==> src/hw/rtl/tcb_pkg.sv <==
package tcb_pkg;

	localparam int COL_W    = 7;
	localparam int ROW_W    = 6;
	localparam int CODE_W   = 16;
	localparam int REP_W    = 8;
	localparam int OP_W     = 2;
	localparam int S_DATA_W = 40;
	localparam int M_DATA_W = 32;
	localparam int PADDR_W  = 3;
	localparam int PDATA_W  = 32;
	localparam int COLS_W   = 8;
	localparam int ROWS_W   = 7;

	localparam logic [COLS_W-1:0] COLS_RESET = 8'd80;
	localparam logic [ROWS_W-1:0] ROWS_RESET = 7'd25;

	localparam logic REG_COLS = 1'b0;
	localparam logic REG_ROWS = 1'b1;

	localparam logic [OP_W-1:0] OP_CHAR = 2'd0;
	localparam logic [OP_W-1:0] OP_KEY  = 2'd1;
	localparam logic [OP_W-1:0] OP_READ = 2'd2;

	localparam logic [CODE_W-1:0] KEY_HOME  = 16'd0;
	localparam logic [CODE_W-1:0] KEY_END   = 16'd1;
	localparam logic [CODE_W-1:0] KEY_PGUP  = 16'd2;
	localparam logic [CODE_W-1:0] KEY_PGDN  = 16'd3;
	localparam logic [CODE_W-1:0] KEY_LEFT  = 16'd4;
	localparam logic [CODE_W-1:0] KEY_RIGHT = 16'd5;
	localparam logic [CODE_W-1:0] KEY_UP    = 16'd6;
	localparam logic [CODE_W-1:0] KEY_DOWN  = 16'd7;
	localparam logic [CODE_W-1:0] KEY_DEL   = 16'd8;

	localparam logic [CODE_W-1:0] CH_BS    = 16'h0008;
	localparam logic [CODE_W-1:0] CH_TAB   = 16'h0009;
	localparam logic [CODE_W-1:0] CH_LF    = 16'h000A;
	localparam logic [CODE_W-1:0] CH_CR    = 16'h000D;
	localparam logic [CODE_W-1:0] CH_ESC   = 16'h001B;
	localparam logic [CODE_W-1:0] CH_SPACE = 16'h0020;

endpackage

==> src/hw/rtl/tcb_cfg.sv <==
module tcb_cfg #(
	parameter int MAX_COLS = 128,
	parameter int MAX_ROWS = 64,
	localparam int CW = (MAX_COLS > 1) ? $clog2(MAX_COLS) : 1,
	localparam int RW = (MAX_ROWS > 1) ? $clog2(MAX_ROWS) : 1
) (
	input  logic                         clk,
	input  logic                         arst_n,
	input  logic                         psel,
	input  logic                         penable,
	input  logic                         pwrite,
	input  logic [tcb_pkg::PADDR_W-1:0]  paddr,
	input  logic [tcb_pkg::PDATA_W-1:0]  pwdata,
	output logic [tcb_pkg::PDATA_W-1:0]  prdata,
	output logic                         pready,
	output logic [CW-1:0]                last_col,
	output logic [RW-1:0]                last_row
);
	import tcb_pkg::*;

	logic [COLS_W-1:0] cols_q;
	logic [ROWS_W-1:0] rows_q;
	logic              wr_en;

	assign pready = 1'b1;
	assign wr_en  = psel && penable && pwrite && pready;

	always_ff @(posedge clk or negedge arst_n) begin
		if (!arst_n) begin
			cols_q <= COLS_RESET;
			rows_q <= ROWS_RESET;
		end else if (wr_en) begin
			unique case (paddr[2])
				REG_COLS: cols_q <= pwdata[COLS_W-1:0];
				REG_ROWS: rows_q <= pwdata[ROWS_W-1:0];
				default: ;
			endcase
		end
	end

	always_comb begin
		unique case (paddr[2])
			REG_COLS: prdata = PDATA_W'(cols_q);
			REG_ROWS: prdata = PDATA_W'(rows_q);
			default:  prdata = '0;
		endcase
	end

	always_comb begin
		if (cols_q == '0) begin
			last_col = '0;
		end else if (int'(cols_q) > MAX_COLS) begin
			last_col = CW'(MAX_COLS - 1);
		end else begin
			last_col = CW'(int'(cols_q) - 1);
		end
		if (rows_q == '0) begin
			last_row = '0;
		end else if (int'(rows_q) > MAX_ROWS) begin
			last_row = RW'(MAX_ROWS - 1);
		end else begin
			last_row = RW'(int'(rows_q) - 1);
		end
	end

endmodule

==> config.mk <==
export PLATFORM = sky130hd
export DESIGN_NAME = tcb_cfg
export DESIGN_NICKNAME = d
export VERILOG_FILES = /design/src/hw/rtl/tcb_pkg.sv /design/src/hw/rtl/tcb_cfg.sv
export SDC_FILE = /design/constraint.sdc
export NUM_CORES = 1
export LEC_CHECK = 0
export ABC_CLOCK_PERIOD_IN_PS = 1800
export BUFFER_PORTS_ARGS = -buffer_cell sky130_fd_sc_hd__buf_2
export CORE_AREA = 2 2 59 61
export CTS_CLUSTER_DIAMETER = 150
export DETAILED_ROUTE_END_ITERATION = 6
export DIE_AREA = 0 0 61 63
export GPL_TIMING_DRIVEN = 1
export PLACE_DENSITY = 0.75
export SYNTH_ARGS = -nofsm -noshare
export SYNTH_HDL_FRONTEND = slang
export SYNTH_SLANG_ARGS = --single-unit
export TNS_END_PERCENT = 50
==> constraint.sdc <==
create_clock -name clk -period 1.8 [get_ports clk]
set_input_delay 0.18 -clock clk [delete_from_list [all_inputs] [get_ports clk]]
set_output_delay 0.18 -clock clk [all_outputs]
set_load 0.05 [all_outputs]
==> results by group <==
Logic synthesis
  – Sequential share of the synthesized area: 31.4%
  – Synth area leader: dfrtp_1
  – Syn Inst Count: 129
  – Area contributors post-synth: dfrtp_1, mux2_2, buf_4
  – YS warnings: 0
  – Distinct cells, synth: 29
  – Synth Area per Inst: 9.42 µm²
  – Synth top area share: 20.6%
  – Synthesized flop and latch total: 15
  – Mapped Area: 1210 µm²

Detailed routing
  – Top Metal Used: met4
  – Via count: 1007
  – DR WL/cell: 11.6 µm
  – Initial drt markers: 10
  – Antenna viol nets, final: 0
  – First-pass detailed-route iteration total: 3
  – Met1 WL: 1020 µm
  – WL final: 2580 µm
  – Wire length on met3: 139 µm
  – Met2 WL: 1370 µm
  – Drt drc: 0
  – Via density: 4.54

Global routing
  – Grt total ovfl: 0
  – First-pass GRT wire length: 4010 µm
  – Initial antenna violation count: 0
  – Vias in the first global route: 937
  – Tot GR Track Use: 13.5%
  – Largest net degree at the start of global routing: 16

Power
  – Final Power: 2.21 mW
  – Sequential Power Share: 23.6%
  – P_leak: 0.738 nW
  – Switch share: 53.8%
  – Logic pwr share: 67.3%
  – P_sw: 1.19 mW
  – Clock power frac: 9.1%
  – Pwr per Cell Area: 1390 nW/µm²
  – Internal power: 1.02 mW
  – Max IR drop VDD: 0.718 mV

Floorplanning
  – Starting density of the core: 37.6%
  – Die width: 61 µm
  – Rows: 21
  – Die ar.: 3840 µm²
  – # IOs: 86
  – Core footprint: 3230 µm²
  – Overall die height: 63 µm

Clock tree
  – Cts bufs inserted: 3
  – H-tree lvl count: 1
  – Reg clk slew, reported paths: 0.10 ns
  – Worst skew pair latency: 0.28 ns
  – Clock Tree Root: clkbuf_4
  – CTS max path bufs: 2
  – Clock sinks: 15
  – CTS tree: done

Timing
  – Setup violators final: 11
  – Hold_ws: 0.131 ns
  – Setup ws final: -0.247 ns
  – Clock period minus worst slack: 2.05 ns
  – Final count of pins violating max slew: 0
  – Clk_skew: 0 ns
  – Final hold viol count: 0
  – RSZ-0062 raised after global routing: true
  – Fmax: 0.489 GHz
  – Final worst-path cycle share: 114%

Worst setup path
  – Crit-path max FO: 5
  – Nature of the critical path endpoint: output pin
  – Startpoint Class: flop
  – Worst endpoint required time: 1.62 ns
  – Worst setup path startpoint: cols_q[2]
  – Slowest-stage cell, CP: dfrtp_1
  – Worst setup path class: reg -> out
  – Most used cell, CP: or3_4
  – Worst r2r src: rows_q[2]
  – Critical-path cell list: or3_4, or3_4, nor2_4, a21oi_1, buf_4
  – Worst EP arrival: 1.87 ns
  – Max incr delay on CP: 0.40 ns

Layout
  – Fin area: 1590 µm²
  – Final net count: 221
  – Final Core Density: 49.1%
  – Share of cells above drive strength 1: 54.0%
  – Inserted Diodes: 0
  – Layout area overhead: 30.6%
  – Fin cells: 222

Place
  – Port Buf Inserts: 34
  – Placed cell areas: 1430 µm²
  – Hpwl dp: 1940 µm
  – Routability cong.: 0.764
  – Placed cell count: 216

Outcome
  – Outcome: finished with violations
  – Failing checks: negative setup slack

Worst hold path
  – Hold path startpoint: pwdata[3]
  – HP Class: in -> reg

Job
  – Max-cap violation count: 0
-- cells by family (layout without fill, tap and decap cells) --
| family | after synthesis | in the layout | share of synthesized area (%) |
|---|---|---|---|
| other | 2 | 25 | 0.618 |
| adder cells (fa/ha/maj) | 4 | 4 | 4.12 |
| buffers and inverters | 32 | 56 | 17.6 |
| AO/OA/AOI/OAI | 15 | 15 | 6.39 |
| XOR/XNOR | 6 | 6 | 4.33 |
| flip-flops | 15 | 15 | 31.4 |
| multiplexers | 22 | 22 | 20.2 |
| AND/OR/NAND/NOR | 33 | 33 | 15.3 |
-- through the flow --
step / setup TNS (ns) / setup slack, ns
4_1_cts: -1.97 / -0.271
2_1_floorplan: -1.45 / -0.167
6_report: -1.65 / -0.247
5_1_grt: -2.58 / -0.305
3_5_place_dp: -0.0199 / -0.0199
3_3_place_gp: -0.0199 / -0.0199
-- synthesized netlist by cell type, drive strengths merged --
library cell	n
xnor2	4
a21oi	8
and3	1
or3	2
mux2i	2
nand4	1
dfrtp	10
o21a	1
clkbuf	1
nand4b	1
nor3	7
conb	2
o21ai	6
buf	25
ha	4
nand2b	1
nor4	1
nor2	9
nand3b	1
dfstp	5
mux2	20
inv	6
nand2	7
xor2	2
nor3b	1
nor4bb	1
-- cell usage in the layout (no fill, tap or decap), types with 2 or more instances in the layout --
| cell type | n |
|---|---|
| conb_1 | 25 |
| buf_2 | 22 |
| nor2_1 | 7 |
| nor3_1 | 4 |
| a21oi_1 | 6 |
| buf_4 | 17 |
| dfstp_2 | 5 |
| mux2_2 | 20 |
| or3_4 | 2 |
| dfrtp_1 | 10 |
| xnor2_1 | 4 |
| nor3_2 | 3 |
| ha_1 | 2 |
| inv_1 | 4 |
| o21ai_1 | 3 |
| nand2_2 | 2 |
| clkbuf_4 | 3 |
| nand2_1 | 5 |
| inv_2 | 2 |
| buf_6 | 6 |
| ha_2 | 2 |
| o21ai_0 | 2 |
-- worst paths after layout --
check	to	slack [ns]	depth (start not counted)
max reg2reg	rows_q[2]	0.86	2
max	last_col[1]	-0.25	5
min in group asynchronous	rows_q[2]	0.32	2
max in group asynchronous	rows_q[0]	1.18	2
min	rows_q[3]	0.13	2
min reg2reg	rows_q[1]	0.61	1
-- what timing repair did --
action                     CTS  global route
resized for setup           19            15
hold buffers                 1             0
hold endpoints to repair    10             0
buffers inserted             1             0
pin swaps                    6             3
setup endpoints to repair   13            13
gates cloned                 0             0
-- power groups by stage --
stage,clock network (mW),logic [mW],registers [mW]
2_1_floorplan,0,1.07,0.517
3_3_place_gp,0,1.31,0.512
3_5_place_dp,0,1.32,0.517
4_1_cts,0.212,1.43,0.514
5_1_grt,0.217,1.57,0.533
6_report,0.202,1.49,0.521
-- metal layers --
metal,global-route usage (%),vias up
li1,-,487
met1,15.5,472
met2,24.2,42
met3,1.66,6
met4,5.71,0
met5,0,-
-- worst max-delay path: cells and delay by family (launching register included) --
| family | cells | cell delay (ns) |
|---|---|---|
| compound gates | 1 | 0.08 |
| simple gates | 3 | 0.92 |
| buf+inv | 1 | 0.19 |
| flops | 1 | 0.40 |
-- sequential cells by signal, indices dropped and copies added, names as in the netlist --
register,cells
rows_q,7
cols_q,8
-- final cells by class --
type,count,area [µm²]
clock buffers,3,22.5
well taps,46,57.6
inverters,6,22.5
fillers,302,1650
flip-flops and latches,15,382
clock inverters,1,7.51
multi-input cells,105,779
repair buffers,46,315
No activity file was read; power rests on OpenSTA's default activity.
