==> config.mk <==
export PLATFORM = sky130hd
export DESIGN_NAME = tcb_seq
export DESIGN_NICKNAME = d
export VERILOG_FILES = /design/src/hw/rtl/tcb_pkg.sv /design/src/hw/rtl/tcb_seq.sv
export SDC_FILE = /design/constraint.sdc
export NUM_CORES = 1
export LEC_CHECK = 0
export BUFFER_PORTS_ARGS = -buffer_cell sky130_fd_sc_hd__buf_2
export CORE_UTILIZATION = 60
export CTS_BUF_LIST = sky130_fd_sc_hd__clkbuf_16
export DETAILED_ROUTE_END_ITERATION = 10
export PLACE_DENSITY = 0.87
export SLEW_MARGIN = 20
export SYNTH_ARGS = -nofsm -noshare
export SYNTH_HDL_FRONTEND = slang
export SYNTH_SLANG_ARGS = --single-unit
export TNS_END_PERCENT = 1
==> constraint.sdc <==
create_clock -name clk -period 8.32 [get_ports clk]
set_input_delay 1.248 -clock clk [delete_from_list [all_inputs] [get_ports clk]]
set_output_delay 1.248 -clock clk [all_outputs]
set_load 0.02 [all_outputs]
==> src/hw/rtl/tcb_pkg.sv <==
package tcb_pkg;

	localparam int COL_W    = 7;
	localparam int ROW_W    = 6;
	localparam int CODE_W   = 16;
	localparam int REP_W    = 8;
	localparam int OP_W     = 2;
	localparam int S_DATA_W = 40;
	localparam int M_DATA_W = 32;
	localparam int PADDR_W  = 3;
	localparam int PDATA_W  = 32;
	localparam int COLS_W   = 8;
	localparam int ROWS_W   = 7;

	localparam logic [COLS_W-1:0] COLS_RESET = 8'd80;
	localparam logic [ROWS_W-1:0] ROWS_RESET = 7'd25;

	localparam logic REG_COLS = 1'b0;
	localparam logic REG_ROWS = 1'b1;

	localparam logic [OP_W-1:0] OP_CHAR = 2'd0;
	localparam logic [OP_W-1:0] OP_KEY  = 2'd1;
	localparam logic [OP_W-1:0] OP_READ = 2'd2;

	localparam logic [CODE_W-1:0] KEY_HOME  = 16'd0;
	localparam logic [CODE_W-1:0] KEY_END   = 16'd1;
	localparam logic [CODE_W-1:0] KEY_PGUP  = 16'd2;
	localparam logic [CODE_W-1:0] KEY_PGDN  = 16'd3;
	localparam logic [CODE_W-1:0] KEY_LEFT  = 16'd4;
	localparam logic [CODE_W-1:0] KEY_RIGHT = 16'd5;
	localparam logic [CODE_W-1:0] KEY_UP    = 16'd6;
	localparam logic [CODE_W-1:0] KEY_DOWN  = 16'd7;
	localparam logic [CODE_W-1:0] KEY_DEL   = 16'd8;

	localparam logic [CODE_W-1:0] CH_BS    = 16'h0008;
	localparam logic [CODE_W-1:0] CH_TAB   = 16'h0009;
	localparam logic [CODE_W-1:0] CH_LF    = 16'h000A;
	localparam logic [CODE_W-1:0] CH_CR    = 16'h000D;
	localparam logic [CODE_W-1:0] CH_ESC   = 16'h001B;
	localparam logic [CODE_W-1:0] CH_SPACE = 16'h0020;

endpackage

==> src/hw/rtl/tcb_seq.sv <==
module tcb_seq #(
	parameter int MAX_COLS = 128,
	parameter int MAX_ROWS = 64,
	parameter int TAB_STOP = 8,
	localparam int CW    = (MAX_COLS > 1) ? $clog2(MAX_COLS) : 1,
	localparam int RW    = (MAX_ROWS > 1) ? $clog2(MAX_ROWS) : 1,
	localparam int DEPTH = MAX_COLS * MAX_ROWS,
	localparam int AW    = (DEPTH > 1) ? $clog2(DEPTH) : 1
) (
	input  logic                          clk,
	input  logic                          arst_n,
	input  logic [CW-1:0]                 last_col,
	input  logic [RW-1:0]                 last_row,
	input  logic                          s_tvalid,
	output logic                          s_tready,
	input  logic [tcb_pkg::S_DATA_W-1:0]  s_tdata,
	input  logic [tcb_pkg::OP_W-1:0]      s_tuser,
	output logic                          m_tvalid,
	input  logic                          m_tready,
	output logic [tcb_pkg::M_DATA_W-1:0]  m_tdata,
	output logic                          mem_we,
	output logic [AW-1:0]                 mem_waddr,
	output logic [tcb_pkg::CODE_W-1:0]    mem_wdata,
	output logic                          mem_re,
	output logic [AW-1:0]                 mem_raddr,
	input  logic [tcb_pkg::CODE_W-1:0]    mem_rdata
);
	import tcb_pkg::*;

	typedef enum logic [6:0] {
		ST_CLR    = 7'b0000001,
		ST_IDLE   = 7'b0000010,
		ST_DISP   = 7'b0000100,
		ST_CHAR   = 7'b0001000,
		ST_DEL_RD = 7'b0010000,
		ST_DEL_WR = 7'b0100000,
		ST_FIN    = 7'b1000000
	} state_t;

	state_t              state_q;
	logic [AW-1:0]       clr_q;
	logic                esc_q;
	logic [CW-1:0]       col_q;
	logic [RW-1:0]       row_q;
	logic                m_tvalid_q;
	logic [M_DATA_W-1:0] m_data_q;

	logic [OP_W-1:0]     op_q;
	logic [CODE_W-1:0]   code_q;
	logic [REP_W-1:0]    rep_q;
	logic [AW-1:0]       rd_addr_q;
	logic                rd_ok_q;
	logic [CW-1:0]       x_q;

	logic [MAX_COLS-1:0] tab_hit;
	logic [CW-1:0]       adv_col;
	logic [RW-1:0]       adv_row;
	logic [RW-1:0]       row_next;
	logic                consume;
	logic                out_free;
	logic [CODE_W-1:0]   cell_val;

	function automatic logic [AW-1:0] cell_addr(input int r, input int c);
		return AW'(r * MAX_COLS + c);
	endfunction

	for (genvar g = 0; g < MAX_COLS; g++) begin : g_tab
		assign tab_hit[g] = ((g % TAB_STOP) == 0);
	end

	assign row_next = (row_q == last_row) ? '0 : row_q + 1'b1;
	assign adv_col  = (col_q == last_col) ? '0 : col_q + 1'b1;
	assign adv_row  = (col_q == last_col) ? row_next : row_q;
	assign out_free = !m_tvalid_q || m_tready;
	assign cell_val = (op_q == OP_READ && rd_ok_q) ? mem_rdata : '0;

	assign s_tready = (state_q == ST_IDLE);
	assign m_tvalid = m_tvalid_q;
	assign m_tdata  = m_data_q;

	always_comb begin
		consume = 1'b0;
		if (state_q == ST_CHAR) begin
			case (code_q)
				CH_BS:   consume = (col_q == '0);
				CH_TAB:  consume = tab_hit[adv_col];
				CH_ESC:  consume = 1'b0;
				default: consume = 1'b1;
			endcase
		end else if (state_q == ST_DEL_RD) begin
			consume = (x_q == last_col) && (op_q == OP_CHAR);
		end
	end

	always_comb begin
		mem_we    = 1'b0;
		mem_waddr = cell_addr(int'(row_q), int'(col_q));
		mem_wdata = CH_SPACE;
		mem_re    = 1'b0;
		mem_raddr = rd_addr_q;
		unique case (state_q)
			ST_CLR: begin
				mem_we    = 1'b1;
				mem_waddr = clr_q;
			end
			ST_DISP: begin
				mem_re = (op_q == OP_READ) && rd_ok_q;
			end
			ST_CHAR: begin
				case (code_q) inside
					CH_BS, CH_LF, CH_CR, CH_ESC: mem_we = 1'b0;
					CH_TAB: mem_we = 1'b1;
					default: begin
						mem_we    = 1'b1;
						mem_wdata = code_q;
					end
				endcase
			end
			ST_DEL_RD: begin
				if (x_q == last_col) begin
					mem_we    = 1'b1;
					mem_waddr = cell_addr(int'(row_q), int'(last_col));
				end else begin
					mem_re    = 1'b1;
					mem_raddr = cell_addr(int'(row_q), int'(x_q) + 1);
				end
			end
			ST_DEL_WR: begin
				mem_we    = 1'b1;
				mem_waddr = cell_addr(int'(row_q), int'(x_q));
				mem_wdata = mem_rdata;
			end
			default: ;
		endcase
	end

	always_ff @(posedge clk or negedge arst_n) begin
		if (!arst_n) begin
			state_q    <= ST_CLR;
			clr_q      <= '0;
			esc_q      <= 1'b0;
			col_q      <= '0;
			row_q      <= '0;
			m_tvalid_q <= 1'b0;
		end else begin
			if (m_tvalid_q && m_tready) begin
				m_tvalid_q <= 1'b0;
			end
			unique case (state_q)
				ST_CLR: begin
					clr_q <= clr_q + 1'b1;
					if (clr_q == AW'(DEPTH - 1)) begin
						clr_q   <= '0;
						state_q <= esc_q ? ST_FIN : ST_IDLE;
					end
				end
				ST_IDLE: begin
					if (s_tvalid) begin
						col_q   <= (col_q > last_col) ? last_col : col_q;
						row_q   <= (row_q > last_row) ? last_row : row_q;
						state_q <= ST_DISP;
					end
				end
				ST_DISP: begin
					state_q <= ST_FIN;
					case (op_q)
						OP_CHAR: begin
							if (rep_q != '0) begin
								state_q <= ST_CHAR;
							end
						end
						OP_KEY: begin
							case (code_q)
								KEY_HOME:  col_q <= '0;
								KEY_END:   col_q <= last_col;
								KEY_PGUP:  row_q <= '0;
								KEY_PGDN:  row_q <= last_row;
								KEY_LEFT:  if (col_q != '0) col_q <= col_q - 1'b1;
								KEY_RIGHT: if (col_q != last_col) col_q <= col_q + 1'b1;
								KEY_UP:    if (row_q != '0) row_q <= row_q - 1'b1;
								KEY_DOWN:  if (row_q != last_row) row_q <= row_q + 1'b1;
								KEY_DEL:   state_q <= ST_DEL_RD;
								default: ;
							endcase
						end
						default: ;
					endcase
				end
				ST_CHAR: begin
					case (code_q)
						CH_BS: begin
							if (col_q != '0) begin
								col_q   <= col_q - 1'b1;
								state_q <= ST_DEL_RD;
							end
						end
						CH_LF: row_q <= row_next;
						CH_CR: begin
							col_q <= '0;
							row_q <= row_next;
						end
						CH_ESC: begin
							col_q   <= '0;
							row_q   <= '0;
							clr_q   <= '0;
							esc_q   <= 1'b1;
							state_q <= ST_CLR;
						end
						default: begin
							col_q <= adv_col;
							row_q <= adv_row;
						end
					endcase
				end
				ST_DEL_RD: begin
					state_q <= (x_q == last_col) ? ST_FIN : ST_DEL_WR;
				end
				ST_DEL_WR: begin
					state_q <= ST_DEL_RD;
				end
				ST_FIN: begin
					if (out_free) begin
						m_tvalid_q <= 1'b1;
						state_q    <= ST_IDLE;
					end
				end
				default: state_q <= ST_IDLE;
			endcase
			if (consume) begin
				state_q <= (rep_q == REP_W'(1)) ? ST_FIN : ST_CHAR;
			end
		end
	end

	always_ff @(posedge clk) begin
		if (state_q == ST_IDLE && s_tvalid) begin
			op_q      <= s_tuser;
			code_q    <= s_tdata[15:0];
			rep_q     <= s_tdata[23:16];
			rd_ok_q   <= (int'(s_tdata[36:31]) < MAX_ROWS) && (int'(s_tdata[30:24]) < MAX_COLS);
			rd_addr_q <= cell_addr(int'(s_tdata[36:31]), int'(s_tdata[30:24]));
		end
		if (consume) begin
			rep_q <= rep_q - 1'b1;
		end
		if (state_q == ST_DISP) begin
			x_q <= col_q;
		end
		if (state_q == ST_CHAR) begin
			x_q <= col_q - 1'b1;
		end
		if (state_q == ST_DEL_WR) begin
			x_q <= x_q + 1'b1;
		end
		if (state_q == ST_FIN && out_free) begin
			m_data_q <= {3'b000, cell_val, ROW_W'(row_q), COL_W'(col_q)};
		end
	end

endmodule

==> impl_metrics.json, run 1 <==
{
  "status": "finished clean",
  "initial_core_util": 0.614,
  "gp_routability_congestion": 0.971,
  "dp.cells": 968,
  "cp-end-kind": "output port",
  "period_minus_slack_ns": 4.64,
  "hold_viol": 0,
  "async_flop_share": 0.318,
  "ys_seq_elements": 110,
  "critPathArrivalTime_ns": 3.39,
  "drt-total-wl_mm": 20.2,
  "synth.area.mux_share": 0.0160,
  "synth_edf_count": 75,
  "setup_tns_ns": 0,
  "htree_levels": 3,
  "hold_buffers": 0,
  "skew_ns": 0.00809,
  "tritoncts": "built",
  "drc": 0,
  "yosysWarnings": 0,
  "cts_resized": 0,
  "peakVddDrop_mv": 0.188,
  "synth_adder_area_share": 0.0413,
  "cts_setup_buffers": 0,
  "antenna_found_initial": 0,
  "finalNetCount": 934,
  "max_freq_ghz": 0.216,
  "static-leakage-power_uw": 0.00332,
  "diodes": 0,
  "rsz0062_at_grt": "no",
  "path_class": "flip-flop to output port",
  "pre_cts_ws_ns": 4.13,
  "io_buffers": 146,
  "grt_max_degree": 36,
  "ant_nets": 0,
  "worstPathRequired_ns": 7.07,
  "final-setup-viol-count": 0,
  "area.growth.synth_to_final_pct": 15.1,
  "dpl.hpwl_mm": 15.0,
  "fillers": 863,
  "cts_root_buf": "clkbuf_16",
  "clk_latency_ns": 0.36,
  "boundaryPins": 153,
  "yosysUniqueCellTypes": 83,
  "period_share": 0.557,
  "dr.pass1.iters": 7,
  "chipWidth_um": 110,
  "ys_seq_area_frac": 0.449,
  "worst_pin_slew_ns": 1.04,
  "finalInstanceArea_mm2": 0.00803,
  "p_per_area_mw_per_mm2": 300,
  "first_global_vias": 6178,
  "die_height_um": 110,
  "clk_path_buf_depth": 2,
  "hold_class": "flip-flop to flip-flop",
  "grt_pass1_wl_mm": 30.8,
  "synthSimpleGateAreaFrac": 0.212,
  "routedWlPerCell_um": 20.5,
  "via_per_inst": 6.59,
  "vias": 6484,
  "std_cell_rows": 39,
  "drv_slew": 0,
  "avgSynthCellArea_um2": 9.84,
  "syn_area_mm2": 0.00698,
  "instances_no_fill": 984,
  "cts.sinks": 110,
  "die_area_mm2": 0.0121,
  "synth_xor_area_frac": 0.0439,
  "setup_ws_ns": 3.68,
  "syn_inst": 709,
  "synth-compound-area-share": 0.196,
  "grt_util_all_layers": 0.343,
  "placed_area_mm2": 0.00776,
  "core_mm2": 0.0114,
  "rrSetupSlack_ns": 5.16,
  "drt_iter0_drc": 820,
  "cts-buffers-inserted": 9,
  "grt_remaining_overflow": 0,
  "drive_above_1_share": 0.235,
  "synth_ff_type": "edfxtp_1",
  "startpoint_type": "flip-flop",
  "synth_top_family_by_area": "simple AND/OR/NAND/NOR gates",
  "cap_viol_max_count": 0,
  "worstPathMaxFanout": 28,
  "clk_pin_slew_ns": 0.08,
  "slew_headroom": 0.304
}
==> through the flow <==
stage	hold slack, ns	power [µW]	util
after floorplan	0.449	1660	-
after global placement	0.507	1930	0.682
after detailed placement	0.518	1980	0.682
after CTS	0.536	2390	0.706
after global routing	0.555	2530	0.706
final	0.538	2410	0.706
==> cells by family after synthesis <==
logic type | after synthesis
flops | 110
compound gates | 194
fa+ha+maj | 23
other cells | 1
xor+xnor | 35
buf+inv | 70
simple gates | 266
mux | 10
==> Yosys cell counts, types with 17 or more instances <==
library cell  number  area share
edfxtp_1          75        0.32
a21oi_1           45       0.032
nand2_1           50       0.027
o21ai_0           42       0.030
dfrtp_1           34        0.12
and2_1            23       0.021
nand3_1           24       0.017
a22o_1            17       0.021
nor3_1            20       0.014
inv_1             34       0.018
ha_1              23       0.041
xnor2_1           25       0.031
nor2_1            58       0.031
clkbuf_1          26       0.014
==> metal layers <==
layer / vias up / part of all wire / global-route usage
met5: - / 0 / 0
met4: 0 / 0.043 / 0.184
met3: 79 / 0.083 / 0.0670
met2: 404 / 0.49 / 0.558
met1: 3066 / 0.39 / 0.430
li1: 2935 / - / -
==> layout make-up <==
class / count / area (µm²) / area share
clock buffer: 9 / 225 / 0.0280
clock inverter: 7 / 47.5 / 0.00592
inverter: 34 / 128 / 0.0159
multi-input combinational: 531 / 3560 / 0.444
sequential: 110 / 3130 / 0.390
tap: 143 / 179 / 0.0223
timing repair buffer: 150 / 761 / 0.0947
==> flip-flops by register name, summed over array words and instances (netlist names) <==
name / cells
clr_q: 13
code_q: 16
col_q: 7
esc_q: 1
m_tdata: 29
m_tvalid: 1
op_q: 2
rd_addr_q: 13
rep_q: 8
row_q: 6
state_q: 7
x_q: 7
==> cells in the final DEF, fill, tap and decap left out, drive strengths merged, types with 5 or more instances in the layout <==
| cell | netlist | routed |
|---|---|---|
| xor2 | 10 | 10 |
| and3 | 7 | 7 |
| nor2 | 58 | 58 |
| clkbuf | 26 | 9 |
| a21oi | 45 | 45 |
| o21ai | 47 | 47 |
| mux2 | 9 | 9 |
| a31oi | 7 | 7 |
| a22o | 17 | 17 |
| xnor2 | 25 | 25 |
| nand2 | 50 | 50 |
| nor3 | 21 | 21 |
| and2 | 23 | 23 |
| nand2b | 10 | 10 |
| nor2b | 6 | 6 |
| dfrtp | 34 | 34 |
| buf | 10 | 150 |
| edfxtp | 75 | 75 |
| or3 | 9 | 9 |
| and4 | 5 | 5 |
| nand3 | 24 | 24 |
| or4 | 5 | 5 |
| o22ai | 6 | 6 |
| ha | 23 | 23 |
| a221o | 10 | 10 |
| nand4 | 8 | 8 |
| or2 | 6 | 6 |
| nor4 | 14 | 14 |
| inv | 34 | 37 |
| o31ai | 6 | 6 |
==> worst max-delay path, cell delays in order, from the launching register on <==
cell and delay, ns:
dfrtp_1 0.55, nor3_1 0.42, and4b_1 0.98, nor2_1 0.33, a21oi_1 0.23, a21oi_1 0.07
a221o_1 0.28, buf_2 0.16
==> report_power, final <==
part           internal, µW  switching [µW]
Clock                   205             208
Sequential              749             197
Combinational           403             650
==> worst paths after layout <==
path                            depth (start not counted)           end       start
worst max-delay path                                    7  mem_waddr[6]  state_q[6]
worst min-delay path                                    1         esc_q       esc_q
worst max register to register                          6    state_q[6]   code_q[2]
worst min register to register                          1         esc_q       esc_q
max in group asynchronous                               1      row_q[3]      arst_n
min in group asynchronous                               1      col_q[5]      arst_n
No activity file was read; power rests on OpenSTA's default activity.
==> inputs of run 2 (changes only) <==
Settings changed: CORE_UTILIZATION 60 to 55, PLACE_DENSITY 0.87 to 0.81.
Clock period 8.32 ns to 4.35 ns, I/O delays scaled along.
==> run 2 against run 1 <==
Combinational power up 94%. Wire length shrank 0.69%. Die area grew 8.9%. Largest power group unchanged.
==> impl_metrics.json, run 2 (synthesized netlist as in run 1, its figures left out) <==
{
  "gp_routability_congestion": 0.977,
  "vias": 6381,
  "clk_pin_slew_ns": 0.07,
  "io_buffers": 146,
  "combPwrFrac": 0.436,
  "largest_reg_flops": 29,
  "clk_path_buf_depth": 2,
  "worstPathMaxFanout": 15,
  "multi_input_area_mm2": 0.00356,
  "critical_path.reg2reg.startpoint": "code_q[2]",
  "first_global_vias": 6020,
  "skew_ns": 0.0124,
  "boundaryPins": 153,
  "core_mm2": 0.0122,
  "drive_above_1_share": 0.237,
  "dpl.hpwl_mm": 15.1,
  "fillers": 981,
  "hold_buffers": 0,
  "period_share": 0.866,
  "peakVddDrop_mv": 0.411,
  "hold_viol": 0,
  "slew_headroom": 0.327,
  "crit_start": "state_q[5]",
  "ant_nets": 0,
  "drc": 0,
  "static-leakage-power_uw": 0.00335,
  "period_minus_slack_ns": 3.77,
  "cts_setup_buffers": 0,
  "power_frac_clock": 0.175,
  "rsz0062_at_grt": "no",
  "via_per_inst": 6.31,
  "htree_levels": 3,
  "max_freq_ghz": 0.265,
  "initial_core_util": 0.574,
  "p_seq_frac": 0.388,
  "cts_root_buf": "clkbuf_16",
  "chipWidth_um": 115,
  "fin_util": 0.666,
  "die_area_mm2": 0.0131,
  "grt_remaining_overflow": 0,
  "die_height_um": 115,
  "cts.sinks": 110,
  "critPathArrivalTime_ns": 3.12,
  "seqCellArea_mm2": 0.00313,
  "status": "finished clean",
  "drt-total-wl_mm": 20.0,
  "drt_iter0_drc": 627,
  "p_switching_uw": 2030,
  "tritoncts": "built",
  "p_int_uw": 2650,
  "worstPathRequired_ns": 3.70,
  "finalNetCount": 937,
  "cts-buffers-inserted": 9,
  "final-setup-viol-count": 0,
  "routedWlPerCell_um": 19.8,
  "path_class": "flip-flop to output port",
  "drv_slew": 0,
  "diodes": 0,
  "grt_pass1_wl_mm": 31.6,
  "grt_max_degree": 36,
  "switching_share": 0.434,
  "cap_viol_max_count": 0,
  "area.growth.synth_to_final_pct": 16.1,
  "dr.pass1.iters": 6,
  "worst_pin_slew_ns": 1.00,
  "cts_resized": 0,
  "layout_commonest_cell": "buf_2",
  "grt_util_all_layers": 0.321,
  "hold_class": "input pin to asynchronous set/reset pin",
  "std_cell_rows": 40,
  "antenna_found_initial": 0,
  "setup_tns_ns": 0,
  "worst_hold_slack_ns": 0.389,
  "r2r_cells": 6,
  "p_per_area_mw_per_mm2": 578,
  "cp-end-kind": "output port",
  "startpoint_type": "flip-flop",
  "clk_latency_ns": 0.36,
  "most-common-layout-cells": "buf_2 (146), edfxtp_1 (75), nor2_1 (58), nand2_1 (50), a21oi_1 (45)"
}
## run 2: metrics by stage
stage / area (µm²) / setup WS, ns / power (µW) / std cells
6_report: 8100 / 0.581 / 4680 / 1012
5_1_grt: 8100 / 0.430 / 4930 / 1012
4_1_cts: 8100 / 0.606 / 4640 / 1012
3_5_place_dp: 7810 / 1.01 / 3820 / 996
3_3_place_gp: 7810 / 1.04 / 3750 / 996
2_1_floorplan: 6980 / 0.975 / 3170 / 711
## run 2: routing by layer
metal / wire (µm) / share of wire / track usage
met2: 9060 / 0.45 / 0.490
met1: 8240 / 0.41 / 0.427
met5: 0 / 0 / 0
met4: 696 / 0.035 / 0.147
met3: 2030 / 0.10 / 0.0868
## run 2: worst max-delay path, stage by stage (launching register included)
cell and delay (ns):
dfrtp_1 0.44, or4_4 0.64, or3_4 0.46, a31oi_2 0.29, o21a_1 0.17, buf_4 0.22, o21ai_0 0.17, o22a_1 0.21
buf_2 0.16
## run 2: final cells by class
cell class                 count  area share
tap                          168      0.0259
inverter                      34      0.0158
multi-input combinational    531       0.440
clock inverter                 7     0.00788
clock buffer                   9      0.0278
sequential                   110       0.386
timing repair buffer         153      0.0967
## run 2: path summary, 6_finish.rpt
kind	to	slack [ns]
max in group asynchronous	state_q[1]	3.44
max	mem_wdata[5]	0.58
min in group clk	code_q[9]	0.46
max reg2reg	state_q[6]	1.24
min reg2reg	esc_q	0.53
min	clr_q[3]	0.39
## run 2: power by group through the flow
stage | sequential [µW] | clock [µW] | combinational (µW)
after CTS | 1800 | 824 | 2010
after floorplan | 1650 | 0 | 1520
after detailed placement | 1820 | 0 | 2000
after global routing | 1850 | 866 | 2210
final | 1820 | 821 | 2040
after global placement | 1800 | 0 | 1940
